## src/lkv_pkg.sv

```systemverilog
package lkv_pkg;

  localparam int KEY_W = 32;
  localparam int VAL_W = 32;
  localparam int CAP_W = 5;

  localparam logic [CAP_W-1:0] CAP_RESET = 5'd16;

  localparam logic CMD_GET = 1'b0;
  localparam logic CMD_PUT = 1'b1;

  localparam logic [VAL_W-1:0] MISS_VALUE = '1;

endpackage

```

## src/lru_key_value_cache.sv

```systemverilog
// an item passes the key scan (S_SCAN), the decision (S_DECIDE), the rank update (S_UPDATE)
// and the output register (S_OUT); a get miss skips the rank update
// throughput: one item at a time; the key scan and the rank update each walk the
// memories one entry per cycle, and a new item is accepted only in S_IDLE, once the last result is loaded
// reset: rst_n synchronous active low; valid bits and entry count clear at once,
// capacity returns to 16, key/value/rank memories are not cleared
module lru_key_value_cache #(
  parameter int ENTRIES = 16
) (
  input  logic        clk,
  input  logic        rst_n,
  input  logic        cfg_valid,
  output logic        cfg_ready,
  input  logic [lkv_pkg::CAP_W-1:0] cfg_data,   // capacity
  input  logic        in_tvalid,
  output logic        in_tready,
  input  logic [63:0] in_tdata,                 // key[31:0], value[63:32]
  input  logic [0:0]  in_tuser,                 // command[0]
  output logic        out_tvalid,
  input  logic        out_tready,
  output logic [31:0] out_tdata,                // read_value[31:0]
  output logic [1:0]  out_tuser                 // found[0], evicted[1]
);

  localparam int IW = (ENTRIES > 1) ? $clog2(ENTRIES) : 1;
  localparam int CW = $clog2(ENTRIES + 1);
  localparam int EW = (CW > lkv_pkg::CAP_W) ? CW : lkv_pkg::CAP_W;
  localparam logic [CW-1:0] LAST_CNT = CW'(ENTRIES);
  localparam logic [EW-1:0] ENTRIES_E = EW'(ENTRIES);

  typedef enum logic [2:0] {S_IDLE, S_SCAN, S_DECIDE, S_UPDATE, S_OUT} state_t;

  logic [lkv_pkg::KEY_W-1:0] key_mem  [ENTRIES];
  logic [lkv_pkg::VAL_W-1:0] val_mem  [ENTRIES];
  logic [IW-1:0]             rank_mem [ENTRIES];

  logic [lkv_pkg::KEY_W-1:0] key_q;
  logic [lkv_pkg::VAL_W-1:0] val_q;
  logic [IW-1:0]             rank_q;

  state_t                    state_r;
  logic [ENTRIES-1:0]        valid_r;
  logic [CW-1:0]             count_r;
  logic [lkv_pkg::CAP_W-1:0] cap_r;
  logic [CW-1:0]             cnt_r;

  logic                      cmd_r;
  logic [lkv_pkg::KEY_W-1:0] key_r;
  logic [lkv_pkg::VAL_W-1:0] val_r;

  logic                      hit_r;
  logic [IW-1:0]             hit_idx_r;
  logic [IW-1:0]             hit_rank_r;
  logic [lkv_pkg::VAL_W-1:0] hit_val_r;
  logic                      have_max_r;
  logic [IW-1:0]             max_idx_r;
  logic [IW-1:0]             max_rank_r;
  logic                      have_free_r;
  logic [IW-1:0]             free_idx_r;

  logic [IW-1:0]             slot_r;
  logic [IW-1:0]             limit_r;
  logic                      all_inc_r;

  logic                      res_found_r;
  logic                      res_evicted_r;
  logic [lkv_pkg::VAL_W-1:0] res_value_r;

  logic                      out_tvalid_r;
  logic [31:0]               out_tdata_r;
  logic [1:0]                out_tuser_r;

  logic [IW-1:0]             rd_addr;
  logic [IW-1:0]             cur_idx;
  logic [CW-1:0]             cnt_m1;
  logic                      cur_valid;
  logic [EW-1:0]             cap_e;
  logic [EW-1:0]             eff_cap;
  logic [EW-1:0]             count_e;
  logic                      do_evict;
  logic [IW-1:0]             ins_slot;
  logic                      kv_we;
  logic                      key_we;
  logic [IW-1:0]             kv_waddr;
  logic [lkv_pkg::VAL_W-1:0] kv_wval;
  logic                      rank_we;
  logic [IW-1:0]             rank_wdata;

  assign cfg_ready  = 1'b1;
  assign in_tready  = (state_r == S_IDLE);
  assign out_tvalid = out_tvalid_r;
  assign out_tdata  = out_tdata_r;
  assign out_tuser  = out_tuser_r;

  assign rd_addr   = cnt_r[IW-1:0];
  assign cnt_m1    = cnt_r - CW'(1);
  assign cur_idx   = cnt_m1[IW-1:0];
  assign cur_valid = valid_r[cur_idx];

  // effective capacity clamped to 1..ENTRIES, eviction decision and insert slot
  always_comb begin
    cap_e   = EW'(cap_r);
    count_e = EW'(count_r);
    if (cap_e == '0) begin
      eff_cap = EW'(1);
    end else if (cap_e > ENTRIES_E) begin
      eff_cap = ENTRIES_E;
    end else begin
      eff_cap = cap_e;
    end
    do_evict = (count_e >= eff_cap) && (count_r != '0);
    ins_slot = do_evict ? max_idx_r : free_idx_r;
  end

  // memory write controls
  always_comb begin
    kv_we    = 1'b0;
    key_we   = 1'b0;
    kv_waddr = hit_idx_r;
    kv_wval  = val_r;
    if (state_r == S_DECIDE && cmd_r == lkv_pkg::CMD_PUT) begin
      kv_we = 1'b1;
      if (!hit_r) begin
        key_we   = 1'b1;
        kv_waddr = ins_slot;
      end
    end
    rank_we = (state_r == S_UPDATE) && (cnt_r != '0);
    if (cur_idx == slot_r) begin
      rank_wdata = '0;
    end else if (cur_valid && (all_inc_r || rank_q < limit_r)) begin
      rank_wdata = rank_q + IW'(1);
    end else begin
      rank_wdata = rank_q;
    end
  end

  always_ff @(posedge clk) begin
    key_q  <= key_mem[rd_addr];
    val_q  <= val_mem[rd_addr];
    rank_q <= rank_mem[rd_addr];
    if (key_we) begin
      key_mem[kv_waddr] <= key_r;
    end
    if (kv_we) begin
      val_mem[kv_waddr] <= kv_wval;
    end
    if (rank_we) begin
      rank_mem[cur_idx] <= rank_wdata;
    end
  end

  always_ff @(posedge clk) begin
    if (!rst_n) begin
      state_r      <= S_IDLE;
      valid_r      <= '0;
      count_r      <= '0;
      cap_r        <= lkv_pkg::CAP_RESET;
      cnt_r        <= '0;
      out_tvalid_r <= 1'b0;
    end else begin
      if (cfg_valid) begin
        cap_r <= cfg_data;
      end
      if (out_tvalid_r && out_tready && state_r != S_OUT) begin
        out_tvalid_r <= 1'b0;
      end
      unique case (state_r)
        S_IDLE: begin
          if (in_tvalid) begin
            cmd_r       <= in_tuser[0];
            key_r       <= in_tdata[31:0];
            val_r       <= in_tdata[63:32];
            hit_r       <= 1'b0;
            have_max_r  <= 1'b0;
            have_free_r <= 1'b0;
            max_idx_r   <= '0;
            max_rank_r  <= '0;
            free_idx_r  <= '0;
            cnt_r       <= '0;
            state_r     <= S_SCAN;
          end
        end
        S_SCAN: begin
          if (cnt_r != '0) begin
            if (cur_valid && key_q == key_r && !hit_r) begin
              hit_r      <= 1'b1;
              hit_idx_r  <= cur_idx;
              hit_rank_r <= rank_q;
              hit_val_r  <= val_q;
            end
            if (cur_valid && (!have_max_r || rank_q > max_rank_r)) begin
              have_max_r <= 1'b1;
              max_idx_r  <= cur_idx;
              max_rank_r <= rank_q;
            end
            if (!cur_valid && !have_free_r) begin
              have_free_r <= 1'b1;
              free_idx_r  <= cur_idx;
            end
          end
          if (cnt_r == LAST_CNT) begin
            state_r <= S_DECIDE;
          end else begin
            cnt_r <= cnt_r + CW'(1);
          end
        end
        S_DECIDE: begin
          cnt_r         <= '0;
          res_evicted_r <= 1'b0;
          res_found_r   <= hit_r;
          if (hit_r) begin
            slot_r    <= hit_idx_r;
            limit_r   <= hit_rank_r;
            all_inc_r <= 1'b0;
            res_value_r <= (cmd_r == lkv_pkg::CMD_PUT) ? val_r : hit_val_r;
            state_r   <= S_UPDATE;
          end else if (cmd_r == lkv_pkg::CMD_GET) begin
            res_value_r <= lkv_pkg::MISS_VALUE;
            state_r     <= S_OUT;
          end else begin
            slot_r           <= ins_slot;
            limit_r          <= '0;
            all_inc_r        <= 1'b1;
            valid_r[ins_slot] <= 1'b1;
            if (!do_evict) begin
              count_r <= count_r + CW'(1);
            end
            res_evicted_r <= do_evict;
            res_value_r   <= val_r;
            state_r       <= S_UPDATE;
          end
        end
        S_UPDATE: begin
          if (cnt_r == LAST_CNT) begin
            state_r <= S_OUT;
          end else begin
            cnt_r <= cnt_r + CW'(1);
          end
        end
        S_OUT: begin
          if (!out_tvalid_r || out_tready) begin
            out_tvalid_r <= 1'b1;
            out_tdata_r  <= res_value_r;
            out_tuser_r  <= {res_evicted_r, res_found_r};
            state_r      <= S_IDLE;
          end
        end
        default: begin
          state_r <= S_IDLE;
        end
      endcase
    end
  end

endmodule
```

## config.mk

```make
export PLATFORM = sky130hd
export DESIGN_NAME = lru_key_value_cache
export DESIGN_NICKNAME = d
export VERILOG_FILES = /design/src/lkv_pkg.sv /design/src/lru_key_value_cache.sv
export SDC_FILE = /design/constraint.sdc
export NUM_CORES = 1
export LEC_CHECK = 0
export ABC_AREA = 1
export BUFFER_PORTS_ARGS = -buffer_cell sky130_fd_sc_hd__buf_2
export CORE_MARGIN = 4
export CORE_UTILIZATION = 25
export DETAILED_ROUTE_END_ITERATION = 6
export PLACE_DENSITY = 0.46
export SYNTH_ARGS = -nofsm -noshare
export SYNTH_HDL_FRONTEND = slang
export SYNTH_SLANG_ARGS = --single-unit
```

## constraint.sdc

```tcl
create_clock -name clk -period 9.7 [get_ports clk]
set_input_delay 1.455 -clock clk [delete_from_list [all_inputs] [get_ports clk]]
set_output_delay 1.455 -clock clk [all_outputs]
set_load 0.02 [all_outputs]
```

---- Yosys cells after proc, flatten, opt, wreduce, memory -nomap -nowiden ----
Memory sizes are Yosys's and may differ from the RTL's. A register that Yosys moved wholly into a read port is not among the register bits.
Cells that the tools add are included.
storage, ports and cells
  memories kept ........................... 3
  output and inout bits ................... 37
  memory bits (writable) .................. 1088
  memory bits (read-only) ................. 0
  register bits ........................... 232
  latch bits .............................. 0
  logic and storage cells ................. 162
  input port bits ......................... 75
memory list
  name      depth  width  rd ports  clocked after Yosys merged registers in  wr ports  line                       text
  key_mem   16     32     1         1                                        1         lru_key_value_cache.sv:33  logic [lkv_pkg::KEY_W-1:0] key_mem [ENTRIES];
  val_mem   16     32     1         1                                        1         lru_key_value_cache.sv:34  logic [lkv_pkg::VAL_W-1:0] val_mem [ENTRIES];
  rank_mem  16     4      1         1                                        1         lru_key_value_cache.sv:35  logic [IW-1:0] rank_mem [ENTRIES];
operators by class
  $mul .................................... 0
  eq/ne operators ......................... 17
  reduce and logical (&&, ||, !) cells .... 40
  shift-type cells ........................ 0
  mux-type cells .......................... 61
  $lt $le $gt $ge ......................... 7
  bitwise logic cells ..................... 4
  add/subtract/negate cells ............... 4
  div/mod/pow operators ................... 0
operator list
  kind                                                                  number
  32-bit two-way mux                                                    3
  4-bit two-way mux                                                     16
  32-bit == test                                                        1
  4-bit one-hot mux with 2 select lines                                 3
  1-bit two-way mux                                                     22
  5-bit two-way mux                                                     4
  3-bit two-way mux                                                     6
  2-bit != test, second input constant                                  8
  16-bit bitwise OR                                                     1
  3-bit one-hot mux with 5 select lines                                 1
  5-bit one-hot mux with 3 select lines                                 1
  3-bit AND reduction                                                   5
  5-bit AND reduction                                                   3
  4-bit AND reduction                                                   3
  1-bit logical AND                                                     11
  5-bit by 1-bit adder with 5-bit output, second input constant         2
  4-bit by 5-bit < comparator with 1-bit output, second input constant  2
  5-bit nonzero test                                                    2
  3-bit by 2-bit == test with 1-bit output, second input constant       2
  1-bit one-hot mux with 2 select lines                                 3
  5-bit == test, second input constant                                  1
  5-bit >= comparator                                                   1
  5-bit greater-than comparator, second input constant                  1
  1-bit zero test                                                       5
  20 further kinds                                                      26

---- Depth between registers and ports, before layout ----
  word-level depth ........................ 11
  depth in mapped cells ................... 17
  gate-level depth less buffers ........... 16

---- Worst setup path after synthesis ----
No wires, ideal clock.
  path type ............................... input port to flip-flop
  start point ............................. input rst_n
  end point ............................... register cmd_r, enable pin
  setup slack ............................. 4.717 ns
  data required time ...................... 9.212 ns
  arrival time ............................ 4.495 ns
  buffers on the path ..................... 1
  stages on the path ...................... 3
  cell sequence ........................... clkbuf_1 -> nand2_1 -> nor2_1
on the way
  longest elaborated chain between the ends .. 1
ends and longest elaborated chain
  element                        line                        text
  from (decl)                    lru_key_value_cache.sv:11   input logic rst_n,
  3-bit AND reduction (no line)  n/a
  to (signal assigned)           lru_key_value_cache.sv:171  cmd_r <= in_tuser[0];
  to (decl)                      lru_key_value_cache.sv:47   logic cmd_r;
No other way between the ends.
A chain may end at the register's enable or synchronous reset.

---- Final worst setup path ----
  start point ............................. register cnt_r[1]
  end point ............................... register hit_val_r[10] (netlist bit), enable pin
on the way
  longest elaborated chain between the ends .. 6
ends and longest elaborated chain
  element                                      line                        text
  from (decl)                                  lru_key_value_cache.sv:45   logic [CW-1:0] cnt_r;
  from (signal assigned)                       lru_key_value_cache.sv:205  cnt_r <= cnt_r + CW'(1);
  from (signal assigned)                       lru_key_value_cache.sv:238  cnt_r <= cnt_r + CW'(1);
  4-bit by 1-bit subtractor with 4-bit output  lru_key_value_cache.sv:96   assign cnt_m1 = cnt_r - CW'(1);
  net cnt_m1[1]                                lru_key_value_cache.sv:75   logic [CW-1:0] cnt_m1;
  1-bit binary-select mux with 4-bit select    lru_key_value_cache.sv:98   assign cur_valid = valid_r[cur_idx];
  1-bit two-way mux (not written as such)      lru_key_value_cache.sv:98
  1-bit logical AND (2 in a row)               lru_key_value_cache.sv:186  if (cur_valid && key_q == key_r && !hit_r) begin
  4-bit AND reduction (no line)                n/a
  to (signal assigned)                         lru_key_value_cache.sv:190  hit_val_r <= val_q;
  to (decl)                                    lru_key_value_cache.sv:54   logic [lkv_pkg::VAL_W-1:0] hit_val_r;
The timed path passes the listed nets, and every way through them passes these cells. The select of a mux whose other input is x is not followed.

==> results.md <==
* Layout cell share with drive strength beyond 1 at 11.6%
* Top_reg_cell synth: edfxtp_1
* Core area at 209000 sq um
* HP Class: reg -> reg
* Hold buffer count at cts at 0
* Iter 0 DRT Violations at 2370
* Row count at approximately 170
* Avg Vias per Cell at about 4.5
* Final std cells w/o fill at 6965
* TritonCTS Buffers at between 100 and 150
* Post-synthesis compound-gate area fraction at under 10%
* Largest family of logic cells by synthesized area: compound AO/OA/AOI/OAI gates
* Slew Viols, Final at 0
* FFs w/ async S/R, synth at 0%
* TritonRoute pass-1 iters at 5
* Final RePlAce weighted congestion at 0.756
* Global-route wire length before repair at around 210 mm
* Register clock-pin slew on the reported worst setup and hold paths at around 0.06 ns
* Max Root-Sink Buffers at 3
* Worst Path Max Fanout at 140
* Hold path cells at 0
* # DRC at 0
* Initial antenna violation count at 4
* IO buf count at 110
* Register area share after synthesis at 77.3%
* Detail Route Antenna Nets at 0
* Vias in the first global route at 30700
* FF/Latch Area at 40700 sq um
* Hold Violations, Final at 0
* Number of gates resized after cts at 0
* Setup crit start kind: register
* CP Capture Type: register
* Synth Instances at 3933
* Adder-cell area share of the yosys netlist at 0.500%
* Fin Clk Skew at just over 0.03 ns
* Simple-gate share of the synthesized area at 9.37%
* Die ar. at 218000 sq um
* Most frequent cells in the layout: edfxtp_1, nor2_1, o21ai_0
* Final Total Pwr at 16.9 mW
* Status: complete, no violations
* Area of the multi-input gates at 10600 sq um
* CTS tree: built
* Mux contribution to synthesized area at 0%
* Max Clock Freq at 233 MHz
* DP Area at approximately 56000 sq um
* Cell Area, Synth at 52600 sq um
* Die height at 467 um
* WL final at 140 mm
* Die width at 467 um
* Number of synthesized flops with an enable pin at 1285
* FILL cells at 21300
* Initial Util at 25.1%
* Required time worst endpoint at 10.09 ns
* TNS Setup at 0 ns
* Post-Synth XOR/XNOR Area at less than 1%
* Vias at 31200
* H-tree Lvls at 4
* Nets at roughly 4100
* Post-Syn Nets at 4029
* Worst-Margin Slew at 1.14 ns
* Clk_lat worst skew at 0.78 ns
* Peak VDD IR at roughly 0.00017 V
* DR WL/cell at 20.1 um
* Ports at between 100 and 150
* GR Overflow Total at 0
* Commonest non-fill, non-tap cell in the layout: edfxtp_1
* Flops & latches, synth at 1388
* Crit share post-route at 44.3%
* CP arrival at 4.69 ns
* Final min period at 4.30 ns
* Cell variety after synth at 42
* Worst reg-to-reg path cell count at 11
* Unrepaired setup endpoints after global routing: no
* Total GRT Usage at 12.6%
* Area Overhead vs Synth at 16.4%
* Max capacitance violation total at 0
* Placed cell count at about 6700
* Slew headroom at 23.8%
* Leak at 20.0 nW
* Yosys warnings at 0
* Final Instance Area at around 61000 sq um
* Setup Buffers After CTS at 0
* Syn_area_per_cell at between 10 and 15 sq um
* Final setup viols at 0
* Largest net degree at the start of global routing at 141
* Pwr Density at 276 nW/um^2
* Clock Root Buffer: clkbuf_16
* Clock Sinks at 1388
* WS Path Type: reg -> reg
* Post-DP HPWL at 70.5 mm
==> worst max-delay path, stage by stage, from the launching register on <==
cell and delay (ns):
dfxtp_4 0.90, inv_8 0.51, ha_1 0.66, inv_1 0.17
a21oi_1 0.15, o21ai_0 0.13, nand3_1 0.12, nand3_1 0.08
nand2_2 0.10, nand3_1 0.15, nor2_4 0.11, buf_4 0.61
==> synth_stat cells (3+ instances only) <==
master / n / area (sq um)
nor2_4: 6 / 67.6
buf_1: 9 / 33.8
nor3_1: 15 / 75.1
buf_4: 4 / 30.0
o211ai_1: 7 / 52.6
inv_2: 14 / 52.6
o21ai_0: 567 / 2840
clkbuf_1: 159 / 597
nand3_1: 26 / 130
nand3_2: 3 / 30.0
ha_1: 21 / 263
edfxtp_1: 1285 / 38600
xor2_1: 12 / 105
o22ai_1: 306 / 1910
nand2_1: 404 / 1520
nor3b_1: 4 / 30.0
nor2_2: 5 / 31.3
or2_2: 8 / 50.1
nand4_1: 74 / 463
dfxtp_1: 103 / 2060
buf_2: 52 / 260
a21oi_1: 38 / 190
nand2_2: 12 / 75.1
xnor2_1: 7 / 61.3
inv_1: 142 / 533
nor2_1: 630 / 2360
==> area by class of cell <==
cell class | count | share of cell area, %
Antenna cell | 1 | 0.00409
Tap cell | 2805 | 5.73
Clock buffer | 215 | 6.95
Sequential cell | 1388 | 66.4
Multi-Input combinational cell | 2163 | 17.3
Timing Repair Buffer | 172 | 1.66
Inverter | 157 | 0.996
Clock inverter | 64 | 0.897
==> per-layer routing <==
| metal | vias up | GRT usage, % | wire [um] |
|---|---|---|---|
| li1 | 14600 | - | - |
| met1 | 15800 | 17.7 | 66500 |
| met2 | 669 | 20.2 | 65000 |
| met3 | 171 | 2.10 | 5970 |
| met4 | 2 | 3.21 | 2630 |
| met5 | - | 0 | 13 |
==> path summary, 6_finish.rpt <==
kind / startpoint / to / slack [ns]
setup / recovery: cnt_r[1] / hit_val_r[10] / 5.40
hold / removal: val_q[25] / hit_val_r[25] / 0.40
setup reg to reg: cnt_r[1] / hit_val_r[10] / 5.40
hold reg to reg: val_q[25] / hit_val_r[25] / 0.40
==> state kept, by name (all words and copies together) (netlist names), 5 cells and up <==
name	count
hit_val_r	32
out_tdata	32
val_q	32
val_mem	512
key_mem	512
rank_mem	64
key_r	32
res_value_r	32
count_e	5
kv_wval	32
cap_e	5
valid_r	16
cnt_r	5
key_q	32
==> power by group <==
part,switching [mW],internal [mW]
combinational,2.67,1.09
sequential,0.337,7.18
clock,2.35,3.25
==> per-stage QoR <==
stage	setup slack [ns]	utilization (%)	hold WS, ns
2_1_floorplan	4.72	-	0.386
3_3_place_gp	5.39	26.9	0.386
6_report	5.40	29.2	0.403
5_1_grt	5.11	29.2	0.407
3_5_place_dp	5.42	26.9	0.391
4_1_cts	5.41	29.2	0.404
==> cell families after synthesis <==
kind of cell,Yosys count
and+or+nand+nor,1196
adders and majority gates,21
other,1
DFF,1388
buffers and inverters,382
xor gates and xnor gates,20
AOI/OAI and AO/OA,925
(Power assumes the default switching activity.)
